--- src/hdl/ppws_pkg.sv ---
// shared types, constants and codes for the pure pursuit wheel speed block
`default_nettype none

package ppws_pkg;

    // fixed point position of the speed and pose words
    localparam int FRAC_BITS = 16;

    // cell counts of the three chains
    localparam int ROOT_STEPS = 31;
    localparam int SIN_STEPS  = 30;
    localparam int KDIV_SHIFT = (2 * FRAC_BITS - 29 > 0) ? 2 * FRAC_BITS - 29 : 0;
    localparam int KDIV_STEPS = 31 + KDIV_SHIFT;
    // extra right shift of the curvature quotient, added to the v shift
    localparam int KSH_BASE   = KDIV_SHIFT - (2 * FRAC_BITS - 29);

    localparam logic [30:0] SIN_ONE = 31'h4000_0000;
    localparam logic [30:0] LIM31   = 31'h7FFF_FFFF;

    // register indexes
    localparam logic [1:0] CFG_TARGET_SPEED = 2'd0;
    localparam logic [1:0] CFG_ANGLE_GAIN   = 2'd1;
    localparam logic [1:0] CFG_WHEEL_BASE   = 2'd2;

    localparam logic [15:0] TARGET_SPEED_RST = 16'd128;
    localparam logic [15:0] ANGLE_GAIN_RST   = 16'd1152;
    localparam logic [15:0] WHEEL_BASE_RST   = 16'd128;

    // turn kinds
    localparam logic [1:0] TURN_CURVE = 2'd0;
    localparam logic [1:0] TURN_LEFT  = 2'd1;
    localparam logic [1:0] TURN_RIGHT = 2'd2;

    typedef struct packed {
        logic signed [31:0] start_x;
        logic signed [31:0] start_y;
        logic signed [31:0] heading_x;
        logic signed [31:0] heading_y;
        logic signed [31:0] goal_x;
        logic signed [31:0] goal_y;
    } ppws_in_t;

    typedef struct packed {
        logic signed [31:0] left_speed;
        logic signed [31:0] right_speed;
        logic [1:0]         turn_kind;
        logic               saturated;
    } ppws_out_t;

    // per item flags that ride along every cell
    typedef struct packed {
        logic        spin;
        logic        turn_left;
        logic        neg;
        logic        vv_zero;
        logic [1:0]  sv;
        logic [30:0] vn;
    } ppws_side_t;

    // square root chain word
    typedef struct packed {
        ppws_side_t  side;
        logic [61:0] abs_cross;
        logic [61:0] vrem;
        logic [61:0] vroot;
        logic [61:0] hrem;
        logic [61:0] hroot;
    } ppws_sq_t;

    // restoring divider chain word
    typedef struct packed {
        ppws_side_t  side;
        logic        over;
        logic [63:0] rem;
        logic [63:0] den;
        logic [63:0] num;
        logic [63:0] quo;
    } ppws_dv_t;

endpackage

`default_nettype wire

--- src/hdl/ppws_div_cell.sv ---
// one quotient bit of a restoring divider
`default_nettype none

module ppws_div_cell (
    input  logic               clk,
    input  logic               rst_n,
    input  logic               en,
    input  logic               in_valid,
    input  ppws_pkg::ppws_dv_t in_data,
    output logic               out_valid,
    output ppws_pkg::ppws_dv_t out_data
);

    logic [63:0]        shifted;
    logic               fits;
    ppws_pkg::ppws_dv_t data_next;

    // shift in the next dividend bit, subtract when it fits
    assign shifted = {in_data.rem[62:0], in_data.num[63]};
    assign fits    = (shifted >= in_data.den);

    always_comb
    begin
        data_next     = in_data;
        data_next.rem = fits ? shifted - in_data.den : shifted;
        data_next.num = {in_data.num[62:0], 1'b0};
        data_next.quo = {in_data.quo[62:0], fits};
    end

    logic               valid_reg;
    ppws_pkg::ppws_dv_t data_reg;

    always_ff @(posedge clk or negedge rst_n)
    begin
        if (!rst_n)
            valid_reg <= 1'b0;
        else if (en)
            valid_reg <= in_valid;
    end

    always_ff @(posedge clk)
    begin
        if (en)
            data_reg <= data_next;
    end

    assign out_valid = valid_reg;
    assign out_data  = data_reg;

endmodule

`default_nettype wire

--- config.mk ---
export PLATFORM = sky130hd
export DESIGN_NAME = ppws_div_cell
export DESIGN_NICKNAME = d
export VERILOG_FILES = /design/src/hdl/ppws_pkg.sv /design/src/hdl/ppws_div_cell.sv
export SDC_FILE = /design/constraint.sdc
export NUM_CORES = 1
export LEC_CHECK = 0
export BUFFER_PORTS_ARGS = -buffer_cell sky130_fd_sc_hd__buf_2
export CORE_AREA = 2 2 233 235
export CTS_CLUSTER_SIZE = 24
export DETAILED_ROUTE_END_ITERATION = 16
export DIE_AREA = 0 0 235 237
export GPL_ROUTABILITY_DRIVEN = 1
export GPL_TIMING_DRIVEN = 1
export SLEW_MARGIN = 20
export SYNTH_ARGS = -nofsm -noshare
export SYNTH_HDL_FRONTEND = slang
export SYNTH_SLANG_ARGS = --single-unit
--- constraint.sdc ---
create_clock -name clk -period 0.9 [get_ports clk]
set_input_delay 0.045 -clock clk [delete_from_list [all_inputs] [get_ports clk]]
set_output_delay 0.045 -clock clk [all_outputs]
set_load 0.01 [all_outputs]
Yosys cells after proc, flatten, opt, wreduce, memory -nomap -nowiden --
Cells that the tools add are included.
Storage, ports and cells: register bits after elaboration 294, input bits 298, output and inout bits 295, logic and storage cells 15
Cells by class: $add $sub $neg 1, magnitude comparators 1, multiplexer cells 1
Operator list (number):
- greater-or-equal comparator 64 bit | 1
- 2-to-1 mux 64 bit | 1
- subtractor 64 bit | 1

Logic depth before layout (Yosys ltp) --
depth after elaboration 2, gate-level depth with buffers 16, mapped depth without buffers 13

Least setup slack after synthesis --
No wires, ideal clock.
path type input to register, start in in_data[157] (netlist name), end reg data_reg (netlist bit out_data[223]) (data pin), library setup time 0.260 ns, arrival time 2.478 ns, required time 0.640 ns, path slack -1.838 ns, stages on the path 13, path buffers 2, cells stage by stage inv_1 ha_1 and4_4 buf_6 and2_4 a221oi_2 o221ai_1 and2_0 or4b_4 nand2_4 inv_4 buf_6 mux2_4
RTL lines:
- from (decl) | line ppws_div_cell.sv:9 | input ppws_pkg::ppws_dv_t in_data,
- to (signal assigned) | line ppws_div_cell.sv:44 | data_reg <= data_next;
- to (decl) | line ppws_div_cell.sv:31 | ppws_pkg::ppws_dv_t data_reg;

==> metrics.md <==
| Metric | Value |
|---|---|
| Ys Warns | 0 |
| DP HPWL | 50.25 mm |
| Most common cell after layout, fill and taps aside | buf_2 |
| PD cells | 1629 nW/µm² |
| Core region area | around 53000 µm² |
| Row Count | 85 |
| Die area | ~56000 µm² |
| Syn Inst Count | around 1100 |
| Final std cells w/o fill | ~3100 |
| DR iter-0 viols | a little under 700 |
| Final setup fails | about 600 |
| Remaining design rule violation count | 0 |
| Peak VDD IR | about 1200 µV |
| Routed wire per std cell | 21.60 µm |
| Clk buf depth | 3 |
| Worst Tran Pin Value | slightly above 0.6 ns |
| Clock skew | 0 ns |
| Via count | 14510 |
| I/O pin count | 593 |
| Max Freq | between 400 and 500 MHz |
| Startpoint Class | input port |
| Min-delay src | in_data[254] |
| TritonRoute pass-1 iters | 5 |
| RSZ-0062 raised after global routing | yes |
| Worst setup margin | -1.470 ns |
| Post-synth cell types | 73 |
| Slew headroom | 58.21% |
| Synth Flop Type | edfxtp_1 |
| Pwr Total | ~43 mW |
| Gpl congestion | around 0.9 |
| Failing checks | setup timing |
| CTS H-tree depth | 2 |
| Hold depth | 4 |
| Crit Path Class | in2reg |
| Clock Tree Root | clkbuf_16 |
| R2R depth | 1 |
| Clk sinks | between 200 and 300 |
| Synth Register Bits | roughly 290 |
| EDFF count, synth | 293 |
| Cell Area, Synth | roughly 14000 µm² |
| Initial core utilization | between 20% and 30% |
| CTS tree | done |
| First-pass GRT wire length | about 97 mm |
| Share of layout cells above drive strength 1 | between 50 and 60% |
| Status | finished, violations left |
| Avg Synthesized Cell Area | between 10 and 15 µm² |
| Worst flop-to-flop path endpoint | out_valid |
| Die Wd | roughly 240 µm |
| Register area share after synthesis | around 63% |
| Insertion delay to the later sink of the worst-skew pair | 0.51 ns |
| Gr ovfl total | 0 |
| RR Startpoint | out_valid |
| Antenna violations before repair | 8 |
| Slew Limit Fails | 0 |
| Die Ht | ~240 µm |
| Vias in the first global route | 15080 |
| Commonest non-fill, non-tap cells in the layout | buf_2, buf_4, dlygate4sd3_1 |
| Crit path DAT | roughly 2.7 ns |
| Crit end category | register |
| Area growth syn-to-layout | 90.19% |
| Input/output buffers | roughly 590 |
| Lkg Pwr | around 12 nW |
| Hold path endpoint | out_data[255] |
| Max-cap viol count | 0 |
| WL final | around 67 mm |
| Tot GR Track Use | a little under a quarter |
| Fillers | 4630 |
| Final Hold Fails | 0 |
| DRT antenna net count | 0 |
| TritonCTS buffer count | 34 |
| Fin crit share | 263.4% |
| Final min period | approximately 2.4 ns |
| Fraction of registers with async set/reset | less than 1% |
| Req. time, crit path | ~1.2 ns |
| Worst-path maximum fanout | 6 |
| Reg clk slew, reported paths | around 0.060 ns |
| Largest net degree at the start of global routing | 42 |
| Layout net count | between 2000 and 3000 |
| Drt via density | around 4.7 |
| Post-Place Cells | 2730 |
| Hold Crit Class | in2reg |
| Syn Nets | between 1000 and 1500 |
| Worst R2R Setup Slack | approximately 0.16 ns |
-- through the flow --
stage | utilization [%] | setup slack [ns] | cell area [µm²] | hold slack, ns | setup TNS [ns]
detailed placement | 38.85 | -2.291 | 20700 | -0.1771 | -144.34
finish | 49.92 | -1.470 | 26600 | 0.05977 | -187.35
global placement | 38.85 | -2.248 | 20700 | -0.1799 | -143.64
global route | 49.91 | -1.539 | 26600 | 0.03081 | -206.69
CTS | 48.85 | -1.470 | 26030 | 0.01248 | -187.48
floorplan | - | -1.770 | 14200 | -0.2506 | -107.34
-- worst max path at each step --
stage,start,endpoint,depth (start not counted)
floorplan,in_data[221],out_data[223],13
global placement,in_data[131],out_data[250],16
detailed placement,in_data[128],out_data[254],16
CTS,in_data[128],out_data[254],16
global route,in_data[127],out_data[254],16
finish,in_data[128],out_data[254],14
-- worst max-delay path, cell delays in order --
cell and delay (ns):
buf_8 0.11, ha_4 0.17, fa_2 0.33, nand2b_4 0.16, a21oi_4 0.21, o32ai_2 0.11
a21o_2 0.29, a2111oi_4 0.30, or4b_4 0.21, nand2_8 0.09, buf_12 0.17, buf_8 0.13
and2_4 0.13, a31o_4 0.19
-- what timing repair did --
| action | 4_1_cts | 5_1_grt |
|---|---|---|
| hold endpoints to repair | 321 | 0 |
| pin swaps | 50 | 51 |
| setup endpoints to repair | 359 | 601 |
| setup buffers | 17 | 10 |
| resized for setup | 282 | 119 |
| hold buffers | 295 | 0 |
| gates cloned | 4 | 0 |
-- kinds of logic (layout without fill, tap and decap cells) --
kind of cell / after synthesis / after routing / share of synthesized area, %
AND/OR/NAND/NOR: 267 / 267 / 9.117
other: 1 / 3 / 0.02682
XOR/XNOR: 50 / 50 / 3.131
adder cells (fa/ha/maj): 65 / 65 / 5.869
AO/OA/AOI/OAI: 306 / 306 / 14.24
buffers and inverters: 128 / 1424 / 4.044
flip-flops: 294 / 294 / 63.09
multiplexers: 5 / 5 / 0.4742
-- metal layers --
layer / vias up / wire length [µm] / track usage (%)
met2: 517 / 34360 / 42.07
met4: 4 / 2558 / 8.554
li1: 6735 / - / -
met3: 103 / 3504 / 3.905
met1: 7147 / 26730 / 27.36
met5: - / 32 / 0
-- cell type report --
class	instances	area (µm²)	area share [%]
Tap cell	696	870.8	3.274
Antenna cell	2	5.005	0.01882
Multi-Input combinational cell	694	5886	22.13
Clock buffer	40	894.6	3.363
Inverter	89	359.1	1.350
Sequential cell	294	8823	33.17
Clock inverter	19	158.9	0.5974
Timing Repair Buffer	1276	9600	36.09
-- Yosys cell counts (4+ instances only) --
cell type / n / area, µm²
nand2_1: 85 / 319.1
buf_6: 8 / 90.09
and2_1: 6 / 37.54
a21o_1: 34 / 255.2
nor3_1: 14 / 70.07
clkbuf_1: 15 / 56.30
nand2b_1: 7 / 43.79
buf_2: 15 / 75.07
a21oi_2: 6 / 52.55
o31ai_1: 11 / 82.58
nor2b_1: 5 / 31.28
nor2_1: 79 / 296.5
a31oi_1: 10 / 62.56
and4_1: 4 / 35.03
o211ai_1: 5 / 37.54
o21ai_0: 54 / 270.3
nor2_2: 6 / 37.54
nand4_1: 23 / 143.9
a21oi_1: 106 / 530.5
a211oi_1: 11 / 82.58
xnor2_1: 27 / 236.5
a21boi_0: 4 / 30.03
nand3_1: 13 / 65.06
and3_1: 5 / 31.28
o2111ai_1: 4 / 35.03
o21a_1: 11 / 82.58
o21bai_1: 12 / 90.09
edfxtp_1: 293 / 8798
xor2_1: 23 / 201.4
inv_1: 88 / 330.3
nor4_1: 6 / 37.54
ha_1: 64 / 800.8
a211o_1: 4 / 35.03
-- registers in the layout (all words and copies together) (netlist names) --
signal,count
out_data,293
out_valid,1
-- power breakdown --
group          internal (mW)  switching, mW
combinational           6.40           6.33
clock                   7.73           5.76
sequential              16.6          0.523
total                   30.7           12.6
No activity file was read; power rests on OpenSTA's default activity.
