File: src/hdl/ppws_pkg.sv
// shared types, constants and codes for the pure pursuit wheel speed block
`default_nettype none

package ppws_pkg;

    // fixed point position of the speed and pose words
    localparam int FRAC_BITS = 16;

    // cell counts of the three chains
    localparam int ROOT_STEPS = 31;
    localparam int SIN_STEPS  = 30;
    localparam int KDIV_SHIFT = (2 * FRAC_BITS - 29 > 0) ? 2 * FRAC_BITS - 29 : 0;
    localparam int KDIV_STEPS = 31 + KDIV_SHIFT;
    // extra right shift of the curvature quotient, added to the v shift
    localparam int KSH_BASE   = KDIV_SHIFT - (2 * FRAC_BITS - 29);

    localparam logic [30:0] SIN_ONE = 31'h4000_0000;
    localparam logic [30:0] LIM31   = 31'h7FFF_FFFF;

    // register indexes
    localparam logic [1:0] CFG_TARGET_SPEED = 2'd0;
    localparam logic [1:0] CFG_ANGLE_GAIN   = 2'd1;
    localparam logic [1:0] CFG_WHEEL_BASE   = 2'd2;

    localparam logic [15:0] TARGET_SPEED_RST = 16'd128;
    localparam logic [15:0] ANGLE_GAIN_RST   = 16'd1152;
    localparam logic [15:0] WHEEL_BASE_RST   = 16'd128;

    // turn kinds
    localparam logic [1:0] TURN_CURVE = 2'd0;
    localparam logic [1:0] TURN_LEFT  = 2'd1;
    localparam logic [1:0] TURN_RIGHT = 2'd2;

    typedef struct packed {
        logic signed [31:0] start_x;
        logic signed [31:0] start_y;
        logic signed [31:0] heading_x;
        logic signed [31:0] heading_y;
        logic signed [31:0] goal_x;
        logic signed [31:0] goal_y;
    } ppws_in_t;

    typedef struct packed {
        logic signed [31:0] left_speed;
        logic signed [31:0] right_speed;
        logic [1:0]         turn_kind;
        logic               saturated;
    } ppws_out_t;

    // per item flags that ride along every cell
    typedef struct packed {
        logic        spin;
        logic        turn_left;
        logic        neg;
        logic        vv_zero;
        logic [1:0]  sv;
        logic [30:0] vn;
    } ppws_side_t;

    // square root chain word
    typedef struct packed {
        ppws_side_t  side;
        logic [61:0] abs_cross;
        logic [61:0] vrem;
        logic [61:0] vroot;
        logic [61:0] hrem;
        logic [61:0] hroot;
    } ppws_sq_t;

    // restoring divider chain word
    typedef struct packed {
        ppws_side_t  side;
        logic        over;
        logic [63:0] rem;
        logic [63:0] den;
        logic [63:0] num;
        logic [63:0] quo;
    } ppws_dv_t;

endpackage

`default_nettype wire

File: src/hdl/ppws_back.sv
// back stages: curvature clamp, steering term, wheel speeds and output queue
`default_nettype none

module ppws_back (
    input  logic                clk,
    input  logic                rst_n,
    input  logic                in_valid,
    input  ppws_pkg::ppws_dv_t  in_data,
    input  logic signed [15:0]  target_speed,
    input  logic [15:0]         angle_gain,
    input  logic [15:0]         wheel_base,
    output logic                en,
    output logic                out_valid,
    input  logic                out_ready,
    output ppws_pkg::ppws_out_t out_data
);

    localparam int SPEED_W = 16 + ppws_pkg::FRAC_BITS - 8 + 1;
    localparam logic signed [40:0] MAX32 = 41'sd2147483647;
    localparam logic signed [40:0] MIN32 = -MAX32 - 41'sd1;
    localparam logic [1:0] QUEUE_FULL = 2'd2;

    function automatic logic [32:0] clamp32(input logic signed [40:0] x);
        if (x > MAX32)
            return {1'b1, 32'h7FFF_FFFF};
        if (x < MIN32)
            return {1'b1, 32'h8000_0000};
        return {1'b0, x[31:0]};
    endfunction

    // speed times gain, follows the registers
    logic [15:0] abs_speed;
    logic [31:0] gs_reg;

    assign abs_speed = target_speed[15] ? 16'(-target_speed) : target_speed;

    always_ff @(posedge clk)
    begin
        gs_reg <= abs_speed * angle_gain;
    end

    // curvature from the quotient
    logic [63:0] k_quo;
    logic        k_over;

    assign k_quo  = in_data.quo >> (ppws_pkg::KSH_BASE + int'(in_data.side.sv));
    assign k_over = in_data.side.vv_zero || (k_quo > 64'(ppws_pkg::LIM31));

    logic                 k_valid_reg, a1_valid_reg, a2_valid_reg, a3_valid_reg;
    logic [30:0]          k_reg;
    logic                 k_sat_reg, a1_sat_reg, a2_sat_reg, a3_sat_reg;
    ppws_pkg::ppws_side_t k_side_reg, a1_side_reg, a2_side_reg, a3_side_reg;
    logic [62:0]          a1_prod_reg;
    logic [30:0]          a2_ang_reg;
    logic [37:0]          a3_delta_reg;

    // angular term and wheel delta
    logic [62:0] prod_next;
    logic [46:0] ang_wide;
    logic        ang_over;
    logic [46:0] delta_wide;

    assign prod_next  = gs_reg * k_reg;
    assign ang_wide   = a1_prod_reg[62:16];
    assign ang_over   = (ang_wide > 47'(ppws_pkg::LIM31));
    assign delta_wide = a2_ang_reg * wheel_base;

    // final wheel speeds
    logic signed [SPEED_W-1:0] speed_q, half;
    logic signed [39:0]        delta_s, delta_signed;
    logic                      negate;
    logic signed [40:0]        left_sum, right_sum;
    logic [32:0]               left_cl, right_cl;
    logic signed [31:0]        spin_left;
    ppws_pkg::ppws_out_t       word;

    assign speed_q      = SPEED_W'(target_speed) <<< (ppws_pkg::FRAC_BITS - 8);
    assign half         = speed_q[SPEED_W-1] ? -((-speed_q) >>> 1) : (speed_q >>> 1);
    assign negate       = target_speed[15] != a3_side_reg.neg;
    assign delta_s      = $signed({2'b00, a3_delta_reg});
    assign delta_signed = negate ? -delta_s : delta_s;
    assign left_sum     = 41'(speed_q) + 41'(delta_signed);
    assign right_sum    = 41'(speed_q) - 41'(delta_signed);
    assign left_cl      = clamp32(left_sum);
    assign right_cl     = clamp32(right_sum);
    assign spin_left    = a3_side_reg.turn_left ? 32'(-half) : 32'(half);

    always_comb
    begin
        if (a3_side_reg.spin)
        begin
            word.left_speed  = spin_left;
            word.right_speed = -spin_left;
            word.turn_kind   = a3_side_reg.turn_left ? ppws_pkg::TURN_LEFT
                                                     : ppws_pkg::TURN_RIGHT;
            word.saturated   = 1'b0;
        end
        else
        begin
            word.left_speed  = left_cl[31:0];
            word.right_speed = right_cl[31:0];
            word.turn_kind   = ppws_pkg::TURN_CURVE;
            word.saturated   = a3_sat_reg | left_cl[32] | right_cl[32];
        end
    end

    // two word output queue
    logic [1:0]          cnt_reg, cnt_next;
    ppws_pkg::ppws_out_t head_reg, head_next, skid_reg, skid_next;
    logic                push, pop;

    assign en        = (cnt_reg != QUEUE_FULL);
    assign push      = en && a3_valid_reg;
    assign out_valid = (cnt_reg != 2'd0);
    assign pop       = out_valid && out_ready;

    always_comb
    begin
        cnt_next  = cnt_reg;
        head_next = head_reg;
        skid_next = skid_reg;
        unique case ({push, pop})
            2'b10:
            begin
                if (cnt_reg == 2'd0)
                    head_next = word;
                else
                    skid_next = word;
                cnt_next = cnt_reg + 2'd1;
            end
            2'b01:
            begin
                head_next = skid_reg;
                cnt_next  = cnt_reg - 2'd1;
            end
            2'b11:
            begin
                head_next = word;
            end
            default:
            begin
            end
        endcase
    end

    always_ff @(posedge clk or negedge rst_n)
    begin
        if (!rst_n)
        begin
            k_valid_reg  <= 1'b0;
            a1_valid_reg <= 1'b0;
            a2_valid_reg <= 1'b0;
            a3_valid_reg <= 1'b0;
            cnt_reg      <= 2'd0;
        end
        else
        begin
            cnt_reg <= cnt_next;
            if (en)
            begin
                k_valid_reg  <= in_valid;
                a1_valid_reg <= k_valid_reg;
                a2_valid_reg <= a1_valid_reg;
                a3_valid_reg <= a2_valid_reg;
            end
        end
    end

    always_ff @(posedge clk)
    begin
        head_reg <= head_next;
        skid_reg <= skid_next;
        if (en)
        begin
            k_reg        <= k_over ? ppws_pkg::LIM31 : k_quo[30:0];
            k_sat_reg    <= k_over;
            k_side_reg   <= in_data.side;
            a1_prod_reg  <= prod_next;
            a1_sat_reg   <= k_sat_reg;
            a1_side_reg  <= k_side_reg;
            a2_ang_reg   <= ang_over ? ppws_pkg::LIM31 : ang_wide[30:0];
            a2_sat_reg   <= a1_sat_reg | ang_over;
            a2_side_reg  <= a1_side_reg;
            a3_delta_reg <= delta_wide[46:9];
            a3_sat_reg   <= a2_sat_reg;
            a3_side_reg  <= a2_side_reg;
        end
    end

    assign out_data = head_reg;

endmodule

`default_nettype wire

File: config.mk
export PLATFORM = sky130hd
export DESIGN_NAME = ppws_back
export DESIGN_NICKNAME = d
export VERILOG_FILES = /design/src/hdl/ppws_pkg.sv /design/src/hdl/ppws_back.sv
export SDC_FILE = /design/constraint.sdc
export NUM_CORES = 2
export LEC_CHECK = 0
export ABC_AREA = 1
export BUFFER_PORTS_ARGS = -buffer_cell sky130_fd_sc_hd__buf_4
export CELL_PAD_IN_SITES_DETAIL_PLACEMENT = 0
export CELL_PAD_IN_SITES_GLOBAL_PLACEMENT = 1
export CORE_MARGIN = 2
export CORE_UTILIZATION = 28
export DETAILED_ROUTE_END_ITERATION = 10
export GPL_ROUTABILITY_DRIVEN = 1
export PLACE_DENSITY_LB_ADDON = 0.1
export RECOVER_POWER = 50
export SLEW_MARGIN = 20
export SYNTH_ARGS = -nofsm -noshare
export SYNTH_HDL_FRONTEND = slang
export SYNTH_SLANG_ARGS = --single-unit
File: constraint.sdc
create_clock -name clk -period 7.4 [get_ports clk]
set_input_delay 1.85 -clock clk [delete_from_list [all_inputs] [get_ports clk]]
set_output_delay 1.85 -clock clk [all_outputs]
set_load 0.02 [all_outputs]
; Yosys cells after proc, flatten, opt, wreduce, memory -nomap -nowiden
; Cells that the tools add are included.
[word_totals]
out_inout_bits = 69
reg_bits = 351
[classes]
multipliers = 3
eq_ne = 6
magnitude_cmp = 6
n_reduce_logical = 9
muxes = 23
shift = 1
bitwise = 4
n_addsub = 10
[op_table]
columns = op, count
row1 = $mux W33, 8
row2 = $pmux W67 S3, 1
row3 = $mux W67, 2
row4 = $gt A41 B32 Y1 const B, 2
row5 = $lt A41 B32 Y1 const B, 2
row6 = $gt A64 B31 Y1 const B, 1
row7 = $shr A64 B2 Y64, 1
row8 = $mul A32 B31 Y63, 1
row9 = $neg A24 Y25, 2
row10 = $gt A47 B31 Y1 const B, 1
row11 = $mul A31 B16 Y47, 1
row12 = $add A24 B40 Y41, 1
row13 = $sub A24 B40 Y41, 1
row14 = $mux W40, 1
row15 = $neg A38 Y40, 1
row16 = $mul A16 B16 Y32, 1
row17 = $mux W32, 1
row18 = $neg A25 Y32, 1
row19 = $neg A32 Y32, 1
row20 = $mux W25, 1
row21 = $mux W16, 1
row22 = $neg A16 Y16, 1
row23 = $mux W1, 6
row24 = $eq A2 B2 Y1 const B, 2
row25 = other kinds (15), 21

; Logic depth before layout (Yosys ltp)
[depth]
ltp_word = 13
ltp_mapped = 43
ltp_nobuf = 43

; Least setup slack after synthesis
; Ideal clock, no wire load.
[synth_path]
path_kind = in2reg
startpoint = in target_speed[15]
endpoint = reg gs_reg[28]
path_stages = 29
required_ns = 7.288
path_slack_ns = -0.881
arrival_ns = 8.168
setup_time_ns = 0.112
path_cell_list = buf_4 > buf_2 > buf_1 > clkbuf_1 > a21oi_1 > clkinv_1 > nor2_1 > fa_1 > inv_1 > fa_1 > inv_1 > fa_1 > inv_1 > fa_1 > fa_1 > inv_1 > fa_1 > ha_1 > a21oi_1 > o21ai_0 > a21boi_0 > o21ai_0 > a21oi_1 > o21ai_0 > a21o_1 > nand2_1 > nand2_1 > nand2_1 > nand2_1
[synth_between]
elab_chain_cells = 3
[synth_lines]
columns = item, line
row1 = from (decl), ppws_back.sv:9  ; input logic signed [15:0] target_speed,
row2 = $neg A16 Y16, ppws_back.sv:35  ; assign abs_speed = target_speed[15] ? 16'(-target_speed) : target_speed;
row3 = $mux W16 (*), ppws_back.sv:35
row4 = $mul A16 B16 Y32 (*), ppws_back.sv:39  ; gs_reg <= abs_speed * angle_gain;
row5 = to (signal assigned), ppws_back.sv:39
row6 = to (decl), ppws_back.sv:33  ; logic [31:0] gs_reg;
; Mark *: on every way between the ends. The rest lies on a longest branch, timed or not.
; A chain may end at the register's enable or synchronous reset.

; Worst setup path in the final report
[layout_path]
startpoint = in target_speed[2]
endpoint = reg gs_reg[31]
; Same word-level chain as after synthesis.

==> metrics.sh <==
YS_FF_LATCH=335
FLOORPLAN.CORE_AREA_UM2=276000
LARGEST_NET_DEGREE_AT_THE_START_OF_GLOBAL_ROUTING=120
SYNTH_WARN=0
CLOCK_SINK_COUNT=335
SYNTH_ASYNC_SR_FLOP_SHARE_PCT=1.79
POST_SYNTH_MAIN_AREA_CONTRIBUTORS='fa_1 (38%), nand2_1 (13%), inv_1 (13%), edfxtp_1 (12%), ha_1 (8.8%)'
GRT_FIRST_PASS_WIRELENGTH_UM=415000
SYNTH_EDF_COUNT=297
FINALCLOCKSKEW_NS=0.0694
SYN-CELL-AREA_UM2=77500
HPWL_UM=230000
TIMING.CRITICAL_PATH.FANOUT_MAX=5
DIE_AREA_UM2=281000
CRIT_BUF_INV=10
DETAIL_ROUTE.FIRST_PASS.ITERATIONS=5
ROUTE.DETAILED.WL_PER_INST_UM=18.3
HOLDCRITPATHCLASS='reg2reg'
DIEWIDTH_UM=530
DRT_DRC_VIOLATIONS_LEFT=0
TIMING.FINAL.HOLD_VIOLATIONS=0
TIMING.HOLD.WS_NS=0.418
OVERFLOW=0
CRITPATHKIND='in2reg'
MEAN_INSTANCE_SIZE_IN_THE_SYNTHESIZED_NETLIST_UM2=7.80
ANTENNA_NETS_POST_ROUTE=0
CAP_VIOL_MAX_COUNT=8
CTS_TREE='done'
CTSROOTBUFFERMASTER='clkbuf_16'
FRACTION_OF_FINAL_LAYOUT_CELLS_WITH_DRIVE_STRENGTH_GREATER_THAN_1_PCT=15.0
SYNTH.MOST_COMMON_CELL='nand2_1'
ENDPOINT_KIND='flip-flop'
SYNTH_COMMONEST_CELLS='nand2_1 (2743), inv_1 (2629), fa_1 (1463), ha_1 (542), nor2_1 (510)'
CPPEAKSTAGEDELAY_NS=0.55
HTREE_NUM_LEVELS=2
SYNTH.YOSYS.SEQ_AREA_SHARE_PCT=12.5
CRITPATHSLOWESTCELL='fa_1'
NUMBER_OF_DRC_VIOLATIONS_AFTER_DETAILED_ROUTING_ITERATION_0=3088
CTS.CLK_SLEW.WORST_PATHS_NS=0.06
YS_DOMINANT_REG_CELL='edfxtp_1'
PLACEMENT.IO_BUFFERS=190
REPORT.FINAL.SETUP_VIOL=0
INITIAL_UTILIZATION_PCT=28.1
CRIT_PATH_START_KIND='input pin'
CRIT_PATH_START='target_speed[2]'
CRIT_PATH_TIME_FINAL_NS=7.38
YOSYS.AREA.TOP_TYPE='fa_1'
YOSYS.AREA.TOP_TYPE_SHARE_PCT=37.8
MAXSLEWHEADROOM_PCT=-140
RSZ0062_AT_GRT='true'
R2R-START='k_reg[4]'
TIGHTEST_SLEW_NS=3.61
DIE_Y_UM=530
SYNTH.NET_COUNT=12300
GRT_UTIL_ALL_LAYERS_PCT=19.2
PLACEMENT_ROWS=193
REQUIRED_NS=7.92
POST_SYNTH_NUM_CELL_TYPES=63
NUM-NETS-FINAL=13100
FINAL.PERIOD_UTILIZATION_PCT=99.7
GRT_ANTENNA_BEFORE_REPAIR=4
OUTCOME='complete, but fails checks'
SYNTH_CELLS=9936
PLACE.GP.CONGESTION=0.897
CRITPATHTOPFAMILY='adder cells'
DETAILROUTE.VIA_COUNT=64000
FILLERS=29500
CTS.PATH.MAX_BUFFERS=3
ROUTED_WL_UM=266000
TIMING.HOLD.WORST.START='a2_side_reg[35]'
MAX_CLK_RATE_GHz=0.136
SLEW_VIOLATIONS=388
CTS_BUFFERS=44
IOPINCOUNT=415
FIRST_GLOBAL_VIAS=69400
CLOCK_INSERTION_DELAY_WORST_SKEW_NS=0.69
CP_DATA_ARRIVAL_TIME_NS=7.90
VIOLATED_CHECKS='capacitance limit, slew limit'
AVGVIACOUNTPERCELL=4.40
FLOW.AREA_GROWTH_FROM_SYNTHESIS_PCT=20.7
-- repair_timing --
action | 4_1_cts | 5_1_grt
hold buffers | 0 | 0
gates cloned | 0 | 2
buffers inserted | 10 | 34
hold endpoints to repair | 0 | 0
gates resized for setup | 37 | 256
setup endpoints to repair | 23 | 60
pin swaps | 24 | 116
-- logic make-up after synthesis --
group | after synthesis | share of synthesized area, %
AOI/OAI and AO/OA | 657 | 4.87
xor gates and xnor gates | 173 | 1.96
adders and majority gates | 2005 | 46.5
buffers and inverters | 3068 | 15.0
DFF | 335 | 12.5
and+or+nand+nor | 3698 | 19.1
-- final timing paths --
| path | end | slack [ns] | cells after the start |
|---|---|---|---|
| max reg2reg | a1_prod_reg[57] | 0.16 | 29 |
| max in group asynchronous | a1_valid_reg | 6.10 | 1 |
| max | gs_reg[31] | 0.02 | 34 |
| min | a3_side_reg[35] | 0.42 | 0 |
| min reg2reg | a3_side_reg[35] | 0.42 | 0 |
| min in group asynchronous | cnt_reg[0] | 1.03 | 1 |
-- layout by cell type, fill, tap and decap left out, types with 45 or more instances in the layout --
master,Yosys,layout
a21oi_1,272,228
buf_12,0,82
buf_4,4,1056
clkbuf_16,0,46
edfxtp_1,297,297
fa_1,1463,1445
ha_1,542,510
inv_1,2629,2600
nand2_1,2743,2714
nand2_2,29,51
nand3_1,238,229
nand4_1,45,45
nor2_1,510,476
o21ai_0,188,155
xor2_1,130,127
-- metrics by stage --
stage          utilization, %  instance area (um^2)  TNS, ns  std cells  setup slack (ns)
2_1_floorplan               -                 77900   -0.539       9936            -0.156
3_3_place_gp             32.8                 90600   -28.40      14400            -0.967
3_5_place_dp             32.8                 90600   -26.04      14400            -0.893
4_1_cts                  33.4                 92300  -0.0225      14500           -0.0123
5_1_grt                  33.9                 93500    -3.02      14500            -0.299
6_report                 33.9                 93500        0      14500            0.0235
-- layer usage --
| layer | wire [um] | global-route usage [%] | vias up |
|---|---|---|---|
| met5 | 0 | 0 | - |
| met4 | 3590 | 2.69 | 0 |
| met3 | 7310 | 1.26 | 146 |
| met2 | 130000 | 33.6 | 871 |
| met1 | 124000 | 26.5 | 32300 |
| li1 | - | - | 30700 |
-- final cells by class --
class                           instances  area [um^2]  area share (%)
Tap cell                             3705         4640            4.96
Multi-Input combinational cell       6533        57600            61.6
Timing Repair Buffer                 1203        10100            10.8
Antenna cell                            3         7.51         0.00803
Sequential cell                       335         9710            10.4
Clock inverter                         30          307           0.328
Clock buffer                           52         1140            1.22
Inverter                             2661        10100            10.7
-- worst reg2reg max path, delay by kind of cell, from the launching register on --
family / cells / cell delay (ns)
DFF: 1 / 0.42
AOI/OAI and AO/OA: 5 / 0.96
buffers and inverters: 7 / 0.71
adders and majority gates: 9 / 4.32
and+or+nand+nor: 8 / 0.59
Power is left out: the tool's default activity adds up to more than one toggle a clock period on the data nets, which glitch-free logic cannot reach.
